### src/rtl/anp_pkg.sv
// ----------------------------------------------------------------------------
// anp_pkg
// Shared types and character codes for the ASCII number parser.
// ----------------------------------------------------------------------------
package anp_pkg;

    // width of the parsed value
    localparam int unsigned NUM_W  = 32;
    localparam int unsigned CHAR_W = 8;

    // character codes
    localparam logic [CHAR_W-1:0] CHAR_NUL  = 8'h00;
    localparam logic [CHAR_W-1:0] CHAR_0    = 8'h30;
    localparam logic [CHAR_W-1:0] CHAR_9    = 8'h39;
    localparam logic [CHAR_W-1:0] CHAR_A_UP = 8'h41;
    localparam logic [CHAR_W-1:0] CHAR_F_UP = 8'h46;
    localparam logic [CHAR_W-1:0] CHAR_X_UP = 8'h58;
    localparam logic [CHAR_W-1:0] CHAR_A_LO = 8'h61;
    localparam logic [CHAR_W-1:0] CHAR_F_LO = 8'h66;
    localparam logic [CHAR_W-1:0] CHAR_X_LO = 8'h78;

    // letter digits a..f / A..F carry 1..6 in the low nibble
    localparam logic [3:0] LETTER_OFFSET = 4'd9;

    // char_position saturation points
    localparam logic [1:0] POS_FIRST  = 2'd0;
    localparam logic [1:0] POS_SECOND = 2'd1;
    localparam logic [1:0] POS_LATER  = 2'd2;

    // word held in the input register
    typedef struct packed {
        logic              valid;
        logic [CHAR_W-1:0] character;
    } t_in_word;

    // result word handed from the parse core to the output register
    typedef struct packed {
        logic             valid;
        logic             parsed_ok;
        logic [NUM_W-1:0] number;
    } t_result;

endpackage

### src/rtl/ascii_number_parser.sv
// ----------------------------------------------------------------------------
// ascii_number_parser
// Parses a zero-terminated ASCII decimal or 0x-prefixed hex string to 32 bits.
// ----------------------------------------------------------------------------
// One character is accepted every clock cycle unless o_in_stall holds it off.
// Each character passes through an input register, one pass of the
// multiply-by-base-and-add step, and a result register; a terminator's result
// word enters the result register when it is free. Only the terminator yields a
// result; the rate is set by that single multiply-add pass. allow_hex is
// written through its own port, which is always ready, and is reset to 1.
module ascii_number_parser (
    input  logic                          i_clk,
    input  logic                          i_rst_n,
    input  logic                          i_in_valid,
    output logic                          o_in_stall,
    input  logic [anp_pkg::CHAR_W-1:0]    i_character,
    output logic                          o_out_valid,
    input  logic                          i_out_stall,
    output logic                          o_parsed_ok,
    output logic [anp_pkg::NUM_W-1:0]     o_number,
    input  logic                          i_cfg_valid,
    output logic                          o_cfg_ready,
    input  logic                          i_cfg_allow_hex
);
    import anp_pkg::*;

    t_in_word in_word;
    t_result  result;
    logic     out_free;
    logic     advance;
    logic     r_allow_hex;

    // configuration register
    assign o_cfg_ready = 1'b1;

    always_ff @(posedge i_clk) begin
        if (!i_rst_n) begin
            r_allow_hex <= 1'b1;
        end else if (i_cfg_valid && o_cfg_ready) begin
            r_allow_hex <= i_cfg_allow_hex;
        end
    end

    // core moves a character on whenever the result slot can take a word
    assign advance = in_word.valid && out_free;

    anp_in_reg u_in_reg (
        .i_clk       (i_clk),
        .i_rst_n     (i_rst_n),
        .i_in_valid  (i_in_valid),
        .i_character (i_character),
        .o_in_stall  (o_in_stall),
        .i_advance   (advance),
        .o_word      (in_word)
    );

    anp_core u_core (
        .i_clk       (i_clk),
        .i_rst_n     (i_rst_n),
        .i_advance   (advance),
        .i_word      (in_word),
        .i_allow_hex (r_allow_hex),
        .o_result    (result)
    );

    anp_out_reg u_out_reg (
        .i_clk       (i_clk),
        .i_rst_n     (i_rst_n),
        .i_result    (result),
        .o_free      (out_free),
        .i_out_stall (i_out_stall),
        .o_out_valid (o_out_valid),
        .o_parsed_ok (o_parsed_ok),
        .o_number    (o_number)
    );

endmodule

### src/rtl/anp_in_reg.sv
// ----------------------------------------------------------------------------
// anp_in_reg
// Input register: holds one character until the parse core takes it.
// ----------------------------------------------------------------------------
module anp_in_reg (
    input  logic                          i_clk,
    input  logic                          i_rst_n,
    input  logic                          i_in_valid,
    input  logic [anp_pkg::CHAR_W-1:0]    i_character,
    output logic                          o_in_stall,
    input  logic                          i_advance,
    output anp_pkg::t_in_word             o_word
);
    import anp_pkg::*;

    logic              r_valid;
    logic              n_valid;
    logic [CHAR_W-1:0] r_char;
    logic              load;

    // register is free when empty or being drained this cycle
    assign o_in_stall = r_valid && !i_advance;
    assign load       = i_in_valid && !o_in_stall;

    always_comb begin
        n_valid = r_valid;
        if (load) begin
            n_valid = 1'b1;
        end else if (i_advance) begin
            n_valid = 1'b0;
        end
    end

    // valid flag
    always_ff @(posedge i_clk) begin
        if (!i_rst_n) begin
            r_valid <= 1'b0;
        end else begin
            r_valid <= n_valid;
        end
    end

    // payload
    always_ff @(posedge i_clk) begin
        if (load) begin
            r_char <= i_character;
        end
    end

    assign o_word.valid     = r_valid;
    assign o_word.character = r_char;

endmodule

### src/rtl/anp_core.sv
// ----------------------------------------------------------------------------
// anp_core
// Parse state and the single-pass step for one character.
// ----------------------------------------------------------------------------
module anp_core (
    input  logic              i_clk,
    input  logic              i_rst_n,
    input  logic              i_advance,
    input  anp_pkg::t_in_word i_word,
    input  logic              i_allow_hex,
    output anp_pkg::t_result  o_result
);
    import anp_pkg::*;

    logic [NUM_W-1:0] r_acc;
    logic [NUM_W-1:0] n_acc;
    logic             r_hex_mode;
    logic             n_hex_mode;
    logic [1:0]       r_pos;
    logic [1:0]       n_pos;
    logic             r_first_zero;
    logic             n_first_zero;
    logic             r_invalid;
    logic             n_invalid;
    logic             r_pfx_no_digit;
    logic             n_pfx_no_digit;

    logic [CHAR_W-1:0] ch;
    logic              is_term;
    logic              is_dec;
    logic              is_hex_lo;
    logic              is_hex_up;
    logic              is_prefix;
    logic              take;
    logic              digit_ok;
    logic [3:0]        digit;
    logic [NUM_W-1:0]  acc_scaled;
    logic [NUM_W-1:0]  acc_next;

    assign ch = i_word.character;

    // character classes
    assign is_term   = (ch == CHAR_NUL);
    assign is_dec    = (ch >= CHAR_0)    && (ch <= CHAR_9);
    assign is_hex_lo = (ch >= CHAR_A_LO) && (ch <= CHAR_F_LO);
    assign is_hex_up = (ch >= CHAR_A_UP) && (ch <= CHAR_F_UP);
    assign is_prefix = (r_pos == POS_SECOND) && i_allow_hex && r_first_zero &&
                       ((ch == CHAR_X_LO) || (ch == CHAR_X_UP));
    assign take      = !r_invalid && !is_prefix;
    assign digit_ok  = is_dec || (r_hex_mode && (is_hex_lo || is_hex_up));
    assign digit     = is_dec ? ch[3:0] : (ch[3:0] + LETTER_OFFSET);

    // multiply by 16 or by 10 (8x + 2x), then add the digit
    assign acc_scaled = r_hex_mode ? {r_acc[NUM_W-5:0], 4'b0000}
                                   : ({r_acc[NUM_W-4:0], 3'b000} +
                                      {r_acc[NUM_W-2:0], 1'b0});
    assign acc_next   = acc_scaled + {{(NUM_W-4){1'b0}}, digit};

    // next state
    always_comb begin
        n_acc          = r_acc;
        n_hex_mode     = r_hex_mode;
        n_pos          = r_pos;
        n_first_zero   = r_first_zero;
        n_invalid      = r_invalid;
        n_pfx_no_digit = r_pfx_no_digit;
        if (is_term) begin
            n_acc          = '0;
            n_hex_mode     = 1'b0;
            n_pos          = POS_FIRST;
            n_first_zero   = 1'b0;
            n_invalid      = 1'b0;
            n_pfx_no_digit = 1'b0;
        end else begin
            if (!r_invalid && (r_pos == POS_FIRST)) begin
                n_first_zero = (ch == CHAR_0);
            end
            if (!r_invalid && is_prefix) begin
                n_hex_mode     = 1'b1;
                n_pfx_no_digit = 1'b1;
                n_acc          = '0;
            end else if (take) begin
                n_pfx_no_digit = 1'b0;
                if (digit_ok) begin
                    n_acc = acc_next;
                end else begin
                    n_invalid = 1'b1;
                end
            end
            if (r_pos != POS_LATER) begin
                n_pos = r_pos + 2'd1;
            end
        end
    end

    // parse state registers
    always_ff @(posedge i_clk) begin
        if (!i_rst_n) begin
            r_acc          <= '0;
            r_hex_mode     <= 1'b0;
            r_pos          <= POS_FIRST;
            r_first_zero   <= 1'b0;
            r_invalid      <= 1'b0;
            r_pfx_no_digit <= 1'b0;
        end else if (i_advance) begin
            r_acc          <= n_acc;
            r_hex_mode     <= n_hex_mode;
            r_pos          <= n_pos;
            r_first_zero   <= n_first_zero;
            r_invalid      <= n_invalid;
            r_pfx_no_digit <= n_pfx_no_digit;
        end
    end

    // result word at the terminator
    always_comb begin
        o_result.valid     = i_advance && is_term;
        o_result.parsed_ok = (r_pos != POS_FIRST) && !r_invalid && !r_pfx_no_digit;
        o_result.number    = o_result.parsed_ok ? r_acc : '0;
    end

endmodule

### src/rtl/anp_out_reg.sv
// ----------------------------------------------------------------------------
// anp_out_reg
// Result register: holds one result word until the receiver takes it.
// ----------------------------------------------------------------------------
module anp_out_reg (
    input  logic                       i_clk,
    input  logic                       i_rst_n,
    input  anp_pkg::t_result           i_result,
    output logic                       o_free,
    input  logic                       i_out_stall,
    output logic                       o_out_valid,
    output logic                       o_parsed_ok,
    output logic [anp_pkg::NUM_W-1:0]  o_number
);
    import anp_pkg::*;

    logic             r_valid;
    logic             n_valid;
    logic             r_ok;
    logic [NUM_W-1:0] r_number;

    // free when empty or emptied at this edge
    assign o_free = !r_valid || !i_out_stall;

    always_comb begin
        n_valid = r_valid;
        if (i_result.valid) begin
            n_valid = 1'b1;
        end else if (r_valid && !i_out_stall) begin
            n_valid = 1'b0;
        end
    end

    // valid flag
    always_ff @(posedge i_clk) begin
        if (!i_rst_n) begin
            r_valid <= 1'b0;
        end else begin
            r_valid <= n_valid;
        end
    end

    // payload
    always_ff @(posedge i_clk) begin
        if (i_result.valid) begin
            r_ok     <= i_result.parsed_ok;
            r_number <= i_result.number;
        end
    end

    assign o_out_valid = r_valid;
    assign o_parsed_ok = r_ok;
    assign o_number    = r_number;

endmodule

### config.mk
export PLATFORM = sky130hd
export DESIGN_NAME = ascii_number_parser
export DESIGN_NICKNAME = d
export VERILOG_FILES = /design/src/rtl/anp_pkg.sv /design/src/rtl/ascii_number_parser.sv /design/src/rtl/anp_in_reg.sv /design/src/rtl/anp_core.sv /design/src/rtl/anp_out_reg.sv
export SDC_FILE = /design/constraint.sdc
export NUM_CORES = 1
export LEC_CHECK = 0
export ABC_AREA = 0
export BUFFER_PORTS_ARGS = -buffer_cell sky130_fd_sc_hd__buf_4
export CAP_MARGIN = 25
export CORE_MARGIN = 4
export CORE_UTILIZATION = 56
export CTS_BUF_LIST = sky130_fd_sc_hd__clkbuf_4 sky130_fd_sc_hd__clkbuf_8 sky130_fd_sc_hd__clkbuf_16
export DETAILED_ROUTE_END_ITERATION = 10
export GPL_ROUTABILITY_DRIVEN = 0
export PLACE_DENSITY = 0.89
export SLEW_MARGIN = 15
export SYNTH_ARGS = -nofsm -noshare
export SYNTH_HDL_FRONTEND = slang
export SYNTH_SLANG_ARGS = --single-unit
export TNS_END_PERCENT = 50
### constraint.sdc
create_clock -name i_clk -period 4.16 [get_ports i_clk]
set_clock_uncertainty 0.1 [all_clocks]
set_input_delay 0.624 -clock i_clk [delete_from_list [all_inputs] [get_ports i_clk]]
set_output_delay 0.624 -clock i_clk [all_outputs]
set_load 0.05 [all_outputs]
==> results by group, run 1 <==
Synthesis
  • Syn avg cell area: 8.75 um2
  • Number of synthesized register bits: 82
  • Synth cell types: 90
  • Async set-reset flop share out of synthesis: 0%
  • Syn_nets: between 800 and 900
  • Post-synth EDFFs: 41
  • Top_reg_cell synth: edfxtp_1
  • Synth Instances: roughly 750
  • Yosys Warn Count: 0
  • Mapped Area: about 6500 um2
  • Sequential area share after synthesis: around a third

Place
  • Place WS: around 0.06 ns
  • IO buf count: 48
  • Placed Cells: approximately 900
  • DP HPWL: ~12000 um

Floorplan
  • # rows: 39
  • Num ports: 50
  • Core ar.: about 11000 um2
  • Die X: ~120 um
  • Initial Util: a little under three fifths
  • Die ar.: ~13000 um2
  • Vert. Die Dim: between 100 and 150 um

Run
  • Max_cap viols: 0

Power
  • P per Cell Area: 239 nW/um2
  • Worst-case vdd ir drop: 0.172 mV
  • Pleak: 2.98 nW

Layout
  • Final nets: slightly above 800
  • Layout Area Growth over Synthesis: 11.6%
  • Non-Filler Instances: approximately 900
  • Share of post-route cells with drive strength above 1: 14.7%
  • Inserted Diodes: 0

Critical path
  • Worst setup path class: flop to flop
  • Setup crit end kind: flop
  • Startpoint Class: flop
  • Critical path peak fanout: 6
  • CP arrival: roughly 4.2 ns
  • Critical path required time: roughly 4.3 ns

Clock network
  • # clock sinks: 82
  • Number of buffers created by CTS: 9
  • Reg clk slew, reported paths: approximately 0.06 ns
  • CTS max path bufs: 2
  • Root buffer cell: clkbuf_16
  • CTS hold repair buffers: 0
  • CTS H-tree lvls: 3
  • Skew-Pair Late Insertion Delay: 0.35 ns
  • CTS tree: done

STA
  • Slew Limit Fails: 0
  • Relative slew margins: between 40% and 50%
  • Min Tclk post-route: approximately 4.0 ns
  • Final setup vio count: 0
  • Slew @ Worst Pin: between 0.7 and 0.8 ns
  • Fmax: roughly 0.25 GHz
  • RSZ-0062 raised after global routing: false
  • Fin. Hold Viols: 0
  • Worst setup margin: approximately 0.14 ns
  • Final period util: 96.7%
  • Total Neg Setup Slack: 0 ns

Global route
  • Total grt overflow: 0
  • Initial antenna violation count: 0
  • Largest net degree at the start of global routing: 38
  • Total track usage: between 20% and 30%
  • Number of global-route vias before repair: between 5000 and 6000
  • Global-route wire length before repair: around 28000 um

Route
  • Iter 0 DRT Violations: 728
  • Detailed Route WL: around 17000 um
  • Remaining DRCs: 0
  • Vias: 6326
  • ANT nets after route: 0
  • Drt pass-1 iters: 8
  • Post-DR vias/cell: slightly below 7
  • DR WL/cell: approximately 19 um

Worst hold path
  • Worst hold path type: input pin to flop

Run status
  • Status: finished, final reports clean
[worst paths after layout]
| kind | start | endpoint | slack (ns) | cells after the start |
|---|---|---|---|---|
| setup / recovery | u_core.r_acc[0]$_SDFFE_PN0P_ | u_core.r_acc[31]$_SDFFE_PN0P_ | 0.14 | 11 |
| hold / removal | i_character[7] | u_in_reg.r_char[7]$_DFFE_PP_ | 0.35 | 1 |
| setup reg to reg | u_core.r_acc[0]$_SDFFE_PN0P_ | u_core.r_acc[31]$_SDFFE_PN0P_ | 0.14 | 11 |
| hold reg to reg | u_core.r_acc[31]$_SDFFE_PN0P_ | u_core.r_acc[31]$_SDFFE_PN0P_ | 0.37 | 2 |
[timing repair]
item,CTS,global route
resized for setup,0,5
endpoints found under the setup margin,0,14
buffers inserted,0,0
[power by group]
group / total (W) / leakage (nW) / internal [W] / switching, W
clock: 0.000799 / 0.142 / 0.000476 / 0.000323
combinational: 0.0000789 / 2.12 / 0.0000336 / 0.0000453
sequential: 0.000863 / 0.720 / 0.000853 / 0.0000103
total: 0.00174 / 2.98 / 0.00136 / 0.000378
[critical path, stage by stage, from the launching register on]
cell      delay, ns
dfxtp_1        0.35
ha_1           0.29
fa_1           0.49
a211oi_4       0.36
nor3_1         0.09
or3b_4         0.41
nor4b_4        0.36
and3b_2        0.27
and4_1         0.32
nand4_1        0.25
or4b_1         0.56
o211ai_1       0.10
[Yosys cell counts, drive strengths merged, types with 6 or more instances]
| master | instances | area, um2 |
|---|---|---|
| clkbuf | 25 | 96.3 |
| nand3 | 17 | 85.1 |
| inv | 17 | 63.8 |
| and2 | 45 | 282 |
| a211oi | 6 | 55.1 |
| o21ai | 22 | 114 |
| xor2 | 8 | 70.1 |
| nor3 | 22 | 110 |
| nand2b | 9 | 56.3 |
| nor2b | 34 | 213 |
| nor2 | 42 | 158 |
| xnor2 | 12 | 105 |
| o31ai | 6 | 45.0 |
| o211ai | 15 | 118 |
| or3 | 8 | 50.1 |
| a21o | 17 | 129 |
| a21boi | 6 | 45.0 |
| nor4 | 9 | 77.6 |
| buf | 16 | 96.3 |
| o21a | 8 | 60.1 |
| a21oi | 44 | 224 |
| and4 | 7 | 61.3 |
| a22oi | 10 | 75.1 |
| dfxtp | 41 | 821 |
| mux2i | 11 | 110 |
| edfxtp | 41 | 1230 |
| o22ai | 7 | 43.8 |
| nand4 | 15 | 109 |
| and3 | 16 | 105 |
| ha | 38 | 475 |
| nand2 | 68 | 255 |
[flip-flops by register name, summed over array words and instances (netlist names)]
register,count
u_in_reg.r_valid,1
u_core.r_pos,2
u_core.r_invalid,1
u_in_reg.r_char,8
u_core.r_acc,32
u_core.r_first_zero,1
u_out_reg.o_parsed_ok,1
u_core.r_pfx_no_digit,1
r_allow_hex,1
u_out_reg.o_out_valid,1
u_core.r_hex_mode,1
u_out_reg.o_number,32
[metal layers]
| layer | wire (um) | vias to the layer above | track usage, % |
|---|---|---|---|
| met4 | 764 | 0 | 13.0 |
| met5 | 0 | - | 0 |
| li1 | - | 2895 | - |
| met3 | 1640 | 93 | 5.59 |
| met1 | 6810 | 2948 | 32.2 |
| met2 | 8100 | 390 | 42.6 |
[kinds of logic (layout without fill, tap and decap cells)]
group	after synthesis	in the layout	share of synthesized area, %
compound gates	214	214	24.2
xor+xnor	20	20	2.68
fa+ha+maj	40	40	7.89
mux	14	14	2.20
flops	82	82	31.4
buf+inv	58	92	3.93
simple gates	318	318	27.6
other cells	1	1	0.0574
[area by class of cell]
type                       instances  area [um2]
multi-input combinational        607        4260
fill                             924        4130
sequential                        82        2050
timing repair buffer              59         443
clock buffer                      11         240
tap                              143         179
inverter                          17        63.8
clock inverter                     5        55.1
[stage by stage]
stage / cell area, um2 / hold WS, ns / utilization [%] / power (W)
after global placement: 6980 / 0.354 / 61.1 / 0.000952
after floorplan: 6530 / 0.334 / - / 0.000931
after global routing: 7290 / 0.346 / 63.9 / 0.00179
after CTS: 7270 / 0.352 / 63.7 / 0.00175
final: 7290 / 0.354 / 63.9 / 0.00174
after detailed placement: 6980 / 0.359 / 61.1 / 0.000958
[cells in the final DEF, fill, tap and decap left out, drive strengths merged, types with 16 or more instances in the layout]
cell / count
ha: 38
nand3: 17
a21o: 17
buf: 59
a21oi: 44
dfxtp: 41
and2: 45
nor3: 22
inv: 17
nor2: 42
edfxtp: 41
nor2b: 34
o21ai: 22
and3: 16
nand2: 68
No activity file was read; power rests on OpenSTA's default activity.
==> inputs of run 2 (changes only) <==
--- a/config.mk
+++ b/config.mk
@@ -8,11 +8,14 @@
 export ABC_AREA = 0
 export BUFFER_PORTS_ARGS = -buffer_cell sky130_fd_sc_hd__buf_4
 export CAP_MARGIN = 25
-export CORE_MARGIN = 4
-export CORE_UTILIZATION = 56
+export CELL_PAD_IN_SITES_DETAIL_PLACEMENT = 0
+export CELL_PAD_IN_SITES_GLOBAL_PLACEMENT = 1
+export CORE_MARGIN = 8
+export CORE_UTILIZATION = 43
 export CTS_BUF_LIST = sky130_fd_sc_hd__clkbuf_4 sky130_fd_sc_hd__clkbuf_8 sky130_fd_sc_hd__clkbuf_16
 export DETAILED_ROUTE_END_ITERATION = 10
 export GPL_ROUTABILITY_DRIVEN = 0
+export GPL_TIMING_DRIVEN = 0
 export PLACE_DENSITY = 0.89
 export SLEW_MARGIN = 15
 export SYNTH_ARGS = -nofsm -noshare
==> results by group, run 2 (synthesized netlist as in run 1, its figures left out) <==
Global route
  • Global-route wire length before repair: 28100 um (-1.2%)
  • Number of global-route vias before repair: 5526 (-7.2%)
  • Initial antenna violation count: 0 (unchanged)
  • Total grt overflow: 0 (unchanged)
  • Total track usage: 17.8% (-8.2 points)
  • Largest net degree at the start of global routing: 37 (-2.6%)

STA
  • Slew @ Worst Pin: 0.814 ns (+0.0378 ns)
  • Hold slack: 0.342 ns (-0.0123 ns)
  • Min Tclk post-route: 3.98 ns (-0.0384 ns)
  • Slew Limit Fails: 0 (unchanged)
  • Fmax: 0.251 GHz (+0.96%)
  • Fin. Hold Viols: 0 (unchanged)
  • Relative slew margins: 45.4% (-2.8 points)
  • Final period util: 95.7% (-0.92 points)
  • Final setup vio count: 0 (unchanged)

Worst hold path
  • Hold Path Cell Cnt: 1 (unchanged)
  • Worst hold path type: input pin to flop
  • Hold Path Origin: i_character[2]
  • WHS Endpoint: u_in_reg.r_char[2]$_DFFE_PP_

Clock network
  • Number of buffers created by CTS: 9 (unchanged)
  • # clock sinks: 82 (unchanged)
  • CTS hold repair buffers: 0 (unchanged)
  • CTS tree: done
  • Skew-Pair Late Insertion Delay: 0.36 ns (about the same)
  • CTS max path bufs: 2 (unchanged)
  • CTS H-tree lvls: 3 (unchanged)
  • Root buffer cell: clkbuf_16
  • Reg clk slew, reported paths: 0.06 ns (about the same)

Critical path
  • Critical path peak fanout: 6 (unchanged)
  • Setup crit start: u_core.r_acc[0]$_SDFFE_PN0P_
  • Setup crit end kind: flop
  • Worst setup path class: flop to flop
  • R2r startpoint: u_core.r_acc[0]$_SDFFE_PN0P_
  • CP Buf/Inv Count: 1 (+1)
  • Slowest stage delay, CP: 0.53 ns (-0.03 ns)
  • R2r endpoint: u_core.r_acc[31]$_SDFFE_PN0P_
  • Setup slack, reg-to-reg: 0.18 ns (+0.04 ns)
  • Delay-heaviest family, CP: simple AND/OR/NAND/NOR gates
  • Critical-path cell list: ha_1 -> fa_1 -> a211oi_4 -> nor3_1 -> or3b_4 -> nor4b_4 -> and3b_2 -> and4_1 -> buf_2 -> nand4_1 -> or4b_1 -> o211ai_1
  • Critical path required time: 4.34 ns (about the same)
  • Reg2Reg Depth: 12 (+1)
  • Startpoint Class: flop
  • CP max-delay cell: or4b_1
  • CP arrival: 4.16 ns (-0.03 ns)

Place
  • DP HPWL: 13100 um (+7.0%)
  • Area after DPL: 7130 um2 (+2.3%)
  • Placed Cells: 983 (+8.3%)
  • IO buf count: 48 (unchanged)

Floorplan
  • Die X: 139 um (+20%)
  • Core ar.: 15000 um2 (+32%)
  • Num ports: 50 (unchanged)
  • Die ar.: 19400 um2 (+44%)
  • Vert. Die Dim: 139 um (+20%)
  • Initial Util: 43.5% (-14 points)
  • # rows: 45 (+15%)

Route
  • Post-DR vias/cell: 5.92 (-14%)
  • ANT nets after route: 0 (unchanged)
  • Detailed Route WL: 17300 um (about the same)
  • Vias: 5901 (-6.7%)
  • Iter 0 DRT Violations: 441 (-39%)
  • Drt pass-1 iters: 8 (unchanged)
  • DR WL/cell: 17.3 um (-7.4%)
  • Remaining DRCs: 0 (unchanged)

Layout
  • Final nets: 858 (+3.4%)
  • Commonest non-fill, non-tap cell in the layout: nand2_1
  • Inserted Diodes: 0 (unchanged)
  • Non-Filler Instances: 997 (+7.9%)
  • Post-route cell area: 7510 um2 (+3.0%)
  • Share of post-route cells with drive strength above 1: 15.1% (+0.36 points)
  • Layout Area Growth over Synthesis: 14.9%
  • Commonest cells after routing, fill and taps aside: 68 x nand2_1, 52 x buf_4, 45 x and2_1

Power
  • Pleak: 3.05 nW (+2.4%)
  • P per Cell Area: 241 nW/um2 (+1.0%)
  • Worst-case vdd ir drop: 0.225 mV (+30%)

Run status
  • Status: finished, final reports clean

Run
  • Max_cap viols: 0 (unchanged)
run 2: changes by cell type in the layout (fill, tap and decap cells not counted), sizes merged:
cell      delta
bufinv       -1
clkinvlp     -1
clkbuf      +27
clkinv       -2
inv          +2
buf          +3
run 2: where the power goes:
part	internal, W	switching (W)
combinational	0.0000345	0.0000455
sequential	0.000852	0.0000102
clock	0.000506	0.000362
run 2: cell type report:
cell class / count / area, um2
inverters: 17 / 68.8
well taps: 188 / 235
clock buffers: 13 / 297
flip-flops and latches: 82 / 2050
plain buffers: 38 / 189
repair buffers: 49 / 368
fillers: 1424 / 7530
multi-input cells: 607 / 4270
clock inverters: 3 / 25.0
run 2: routing by layer:
layer / vias up / wire (um) / share of wire, % / track usage [%]
met3: 17 / 892 / 5.2 / 3.42
met2: 142 / 7820 / 45 / 28.5
met1: 2792 / 8340 / 48 / 23.6
li1: 2950 / - / - / -
met4: 0 / 247 / 1.4 / 5.89
met5: - / 0 / 0 / 0
run 2: how the worst max path moves through the flow:
stage	cells after the start	slack (ns)	to
after global placement	18	-0.86	u_core.r_acc[28]$_SDFFE_PN0P_
after detailed placement	18	-0.87	u_core.r_acc[28]$_SDFFE_PN0P_
after global routing	15	-0.01	u_core.r_acc[25]$_SDFFE_PN0P_
final	12	0.18	u_core.r_acc[31]$_SDFFE_PN0P_
after CTS	11	0.03	u_core.r_acc[30]$_SDFFE_PN0P_
after floorplan	18	0.14	u_core.r_acc[28]$_SDFFE_PN0P_
run 2: timing repair:
item,4_1_cts,5_1_grt
pin swaps,0,2
gates resized for setup,8,13
setup endpoints to repair,25,11
buffers inserted,0,1
run 2: per-stage QoR:
| step | util [%] | setup slack (ns) | total power (W) | TNS [ns] |
|---|---|---|---|---|
| 6_report | 49.9 | 0.177 | 0.00181 | 0 |
| 5_1_grt | 49.9 | -0.00962 | 0.00186 | -0.0120 |
| 3_5_place_dp | 47.5 | -0.865 | 0.000961 | -12.01 |
| 3_3_place_gp | 47.4 | -0.862 | 0.000959 | -12.09 |
| 4_1_cts | 49.6 | 0.0262 | 0.00182 | 0 |
| 2_1_floorplan | - | 0.140 | 0.000931 | 0 |
==> inputs of run 3 (changes only) <==
==> constraint.sdc (replaced) <==
create_clock -name i_clk -period 3.3 [get_ports i_clk]
set_clock_uncertainty 0.1 [all_clocks]
set_input_delay 0.495 -clock i_clk [delete_from_list [all_inputs] [get_ports i_clk]]
set_output_delay 0.495 -clock i_clk [all_outputs]
set_load 0.05 [all_outputs]
==> results by group, run 3 (synthesized netlist as in run 1, its figures left out) <==
Global route
  • Initial antenna violation count: 0 (unchanged)
  • Total grt overflow: 0 (unchanged)
  • Number of global-route vias before repair: 6036 (+9.2%)
  • Largest net degree at the start of global routing: 37 (unchanged)
  • Global-route wire length before repair: 30400 um (+8.2%)
  • Total track usage: 19.1% (+1.3 points)

Critical path
  • Slowest stage delay, CP: 0.47 ns (-0.06 ns)
  • Delay-heaviest family, CP: compound AO/OA/AOI/OAI gates
  • CP Buf/Inv Count: 0 (-1)
  • Setup crit end kind: flop
  • Critical path required time: 3.44 ns (-0.90 ns)
  • Critical-path cell list: ha_1 -> a21oi_1 -> o21a_1 -> o221ai_1 -> o211a_1 -> nor4b_4 -> a32o_2 -> o2111ai_2 -> or3_1 -> a32o_1
  • Worst setup path class: flop to flop
  • Startpoint Class: flop
  • Reg2Reg Depth: 10 (-2)
  • Setup slack, reg-to-reg: -0.39 ns (-0.56 ns)
  • Critical Path Stages: 10 (-2)
  • Critical path peak fanout: 8 (+2)
  • CP max-delay cell: dfxtp_1
  • CP arrival: 3.83 ns (-0.33 ns)

Floorplan
  • Vert. Die Dim: 139 um (unchanged)
  • Num ports: 50 (unchanged)
  • Die ar.: 19400 um2 (unchanged)
  • Die X: 139 um (unchanged)
  • Initial Util: 43.5% (unchanged)
  • # rows: 45 (unchanged)
  • Core ar.: 15000 um2 (unchanged)

STA
  • Relative slew margins: 57.0% (+12 points)
  • Slew @ Worst Pin: 0.645 ns (-0.169 ns)
  • Hold slack: 0.218 ns (-0.123 ns)
  • Fmax: 0.271 GHz (+8.0%)
  • Worst setup margin: -0.387 ns (-0.564 ns)
  • Final period util: 112% (+16 points)
  • Slew Limit Fails: 0 (unchanged)
  • Final setup vio count: 15 (+15)
  • Total Neg Setup Slack: -2.98 ns (-2.98 ns)
  • Fin. Hold Viols: 0 (unchanged)
  • Min Tclk post-route: 3.69 ns (-0.296 ns)
  • RSZ-0062 raised after global routing: true

Clock network
  • Skew-Pair Late Insertion Delay: 0.35 ns (about the same)
  • Root buffer cell: clkbuf_16
  • Reg clk slew, reported paths: 0.07 ns (about the same)
  • # clock sinks: 82 (unchanged)
  • CTS H-tree lvls: 3 (unchanged)
  • CTS max path bufs: 2 (unchanged)
  • Number of buffers created by CTS: 9 (unchanged)
  • CTS tree: done
  • CTS hold repair buffers: 0 (unchanged)

Route
  • ANT nets after route: 0 (unchanged)
  • Detailed Route WL: 19200 um (+11%)
  • DR WL/cell: 18.4 um (+6.2%)
  • Vias: 6322 (+7.1%)
  • Drt pass-1 iters: 5 (-3)
  • Iter 0 DRT Violations: 561 (+27%)
  • Remaining DRCs: 0 (unchanged)
  • Post-DR vias/cell: 6.07 (+2.5%)

Power
  • Worst-case vdd ir drop: 0.214 mV (-4.6%)
  • P per Cell Area: 276 nW/um2 (+14%)
  • Pleak: 3.38 nW (+11%)
  • Final total power: 0.00229 W (+26%)

Layout
  • Commonest cells after routing, fill and taps aside: 92 x buf_4, 67 x nand2_1, 44 x and2_1
  • Final nets: 903 (+5.2%)
  • Commonest non-fill, non-tap cell in the layout: buf_4
  • Share of post-route cells with drive strength above 1: 26.7% (+12 points)
  • Filler instances: 1297 (-8.9%)
  • Layout Area Growth over Synthesis: 27.0%
  • Inserted Diodes: 0 (unchanged)

Run
  • Max_cap viols: 0 (unchanged)

Worst hold path
  • Worst hold path type: input pin to flop
  • Hold Path Cell Cnt: 1 (unchanged)

Place
  • DP HPWL: 13500 um (+2.7%)
  • IO buf count: 48 (unchanged)

Run status
  • Failing checks: setup timing
  • Status: complete, but fails checks
==> run 3: per-stage QoR <==
| step | std cells | util (%) | worst slack, ns | area [um2] |
|---|---|---|---|---|
| after global routing | 1042 | 55.2 | -0.534 | 8300 |
| after CTS | 1031 | 53.1 | -0.364 | 7990 |
| final | 1042 | 55.2 | -0.387 | 8300 |
| after global placement | 983 | 48.1 | -0.831 | 7230 |
| after detailed placement | 985 | 48.2 | -0.810 | 7240 |
| after floorplan | 747 | - | -0.109 | 6630 |
==> run 3: timing repair <==
| action | CTS | global route |
|---|---|---|
| setup buffers | 34 | 12 |
| pin swaps | 21 | 17 |
| endpoints found under the setup margin | 32 | 32 |
| resized for setup | 51 | 56 |
==> run 3: cell type report <==
cell class | count | area, um2 | share of cell area, %
Buffer | 37 | 230 | 2.77
Timing Repair Buffer | 95 | 721 | 8.69
Inverter | 17 | 76.3 | 0.920
Sequential cell | 82 | 2080 | 25.0
Clock inverter | 4 | 28.8 | 0.347
Tap cell | 188 | 235 | 2.84
Multi-Input combinational cell | 607 | 4640 | 55.9
Clock buffer | 12 | 289 | 3.48
==> run 3: final timing paths <==
kind                            startpoint                       endpoint
max reg2reg  u_core.r_acc[11]$_SDFFE_PN0P_  u_core.r_acc[30]$_SDFFE_PN0P_
min reg2reg  u_core.r_acc[29]$_SDFFE_PN0P_  u_core.r_acc[29]$_SDFFE_PN0P_
max          u_core.r_acc[11]$_SDFFE_PN0P_  u_core.r_acc[30]$_SDFFE_PN0P_
min                         i_character[7]   u_in_reg.r_char[7]$_DFFE_PP_
==> run 3: metal layers <==
layer	routed length, um	share of wire, %	track usage [%]
met4	385	2.0	6.70
met1	8670	45	24.8
met5	0	0	0
met2	9020	47	31.1
met3	1120	5.8	3.56
==> run 3: power breakdown <==
group | switching (W) | internal [W] | total [W]
clock | 0.000438 | 0.000624 | 0.00106
sequential | 0.0000130 | 0.00107 | 0.00109
combinational | 0.0000728 | 0.0000659 | 0.000139
==> run 3: worst reg2reg max path: cells and delay by family (launching register included) <==
kind | cells | cell delay [ns]
adders and majority gates | 1 | 0.38
DFF | 1 | 0.47
AOI/OAI and AO/OA | 7 | 1.87
and+or+nand+nor | 2 | 0.76
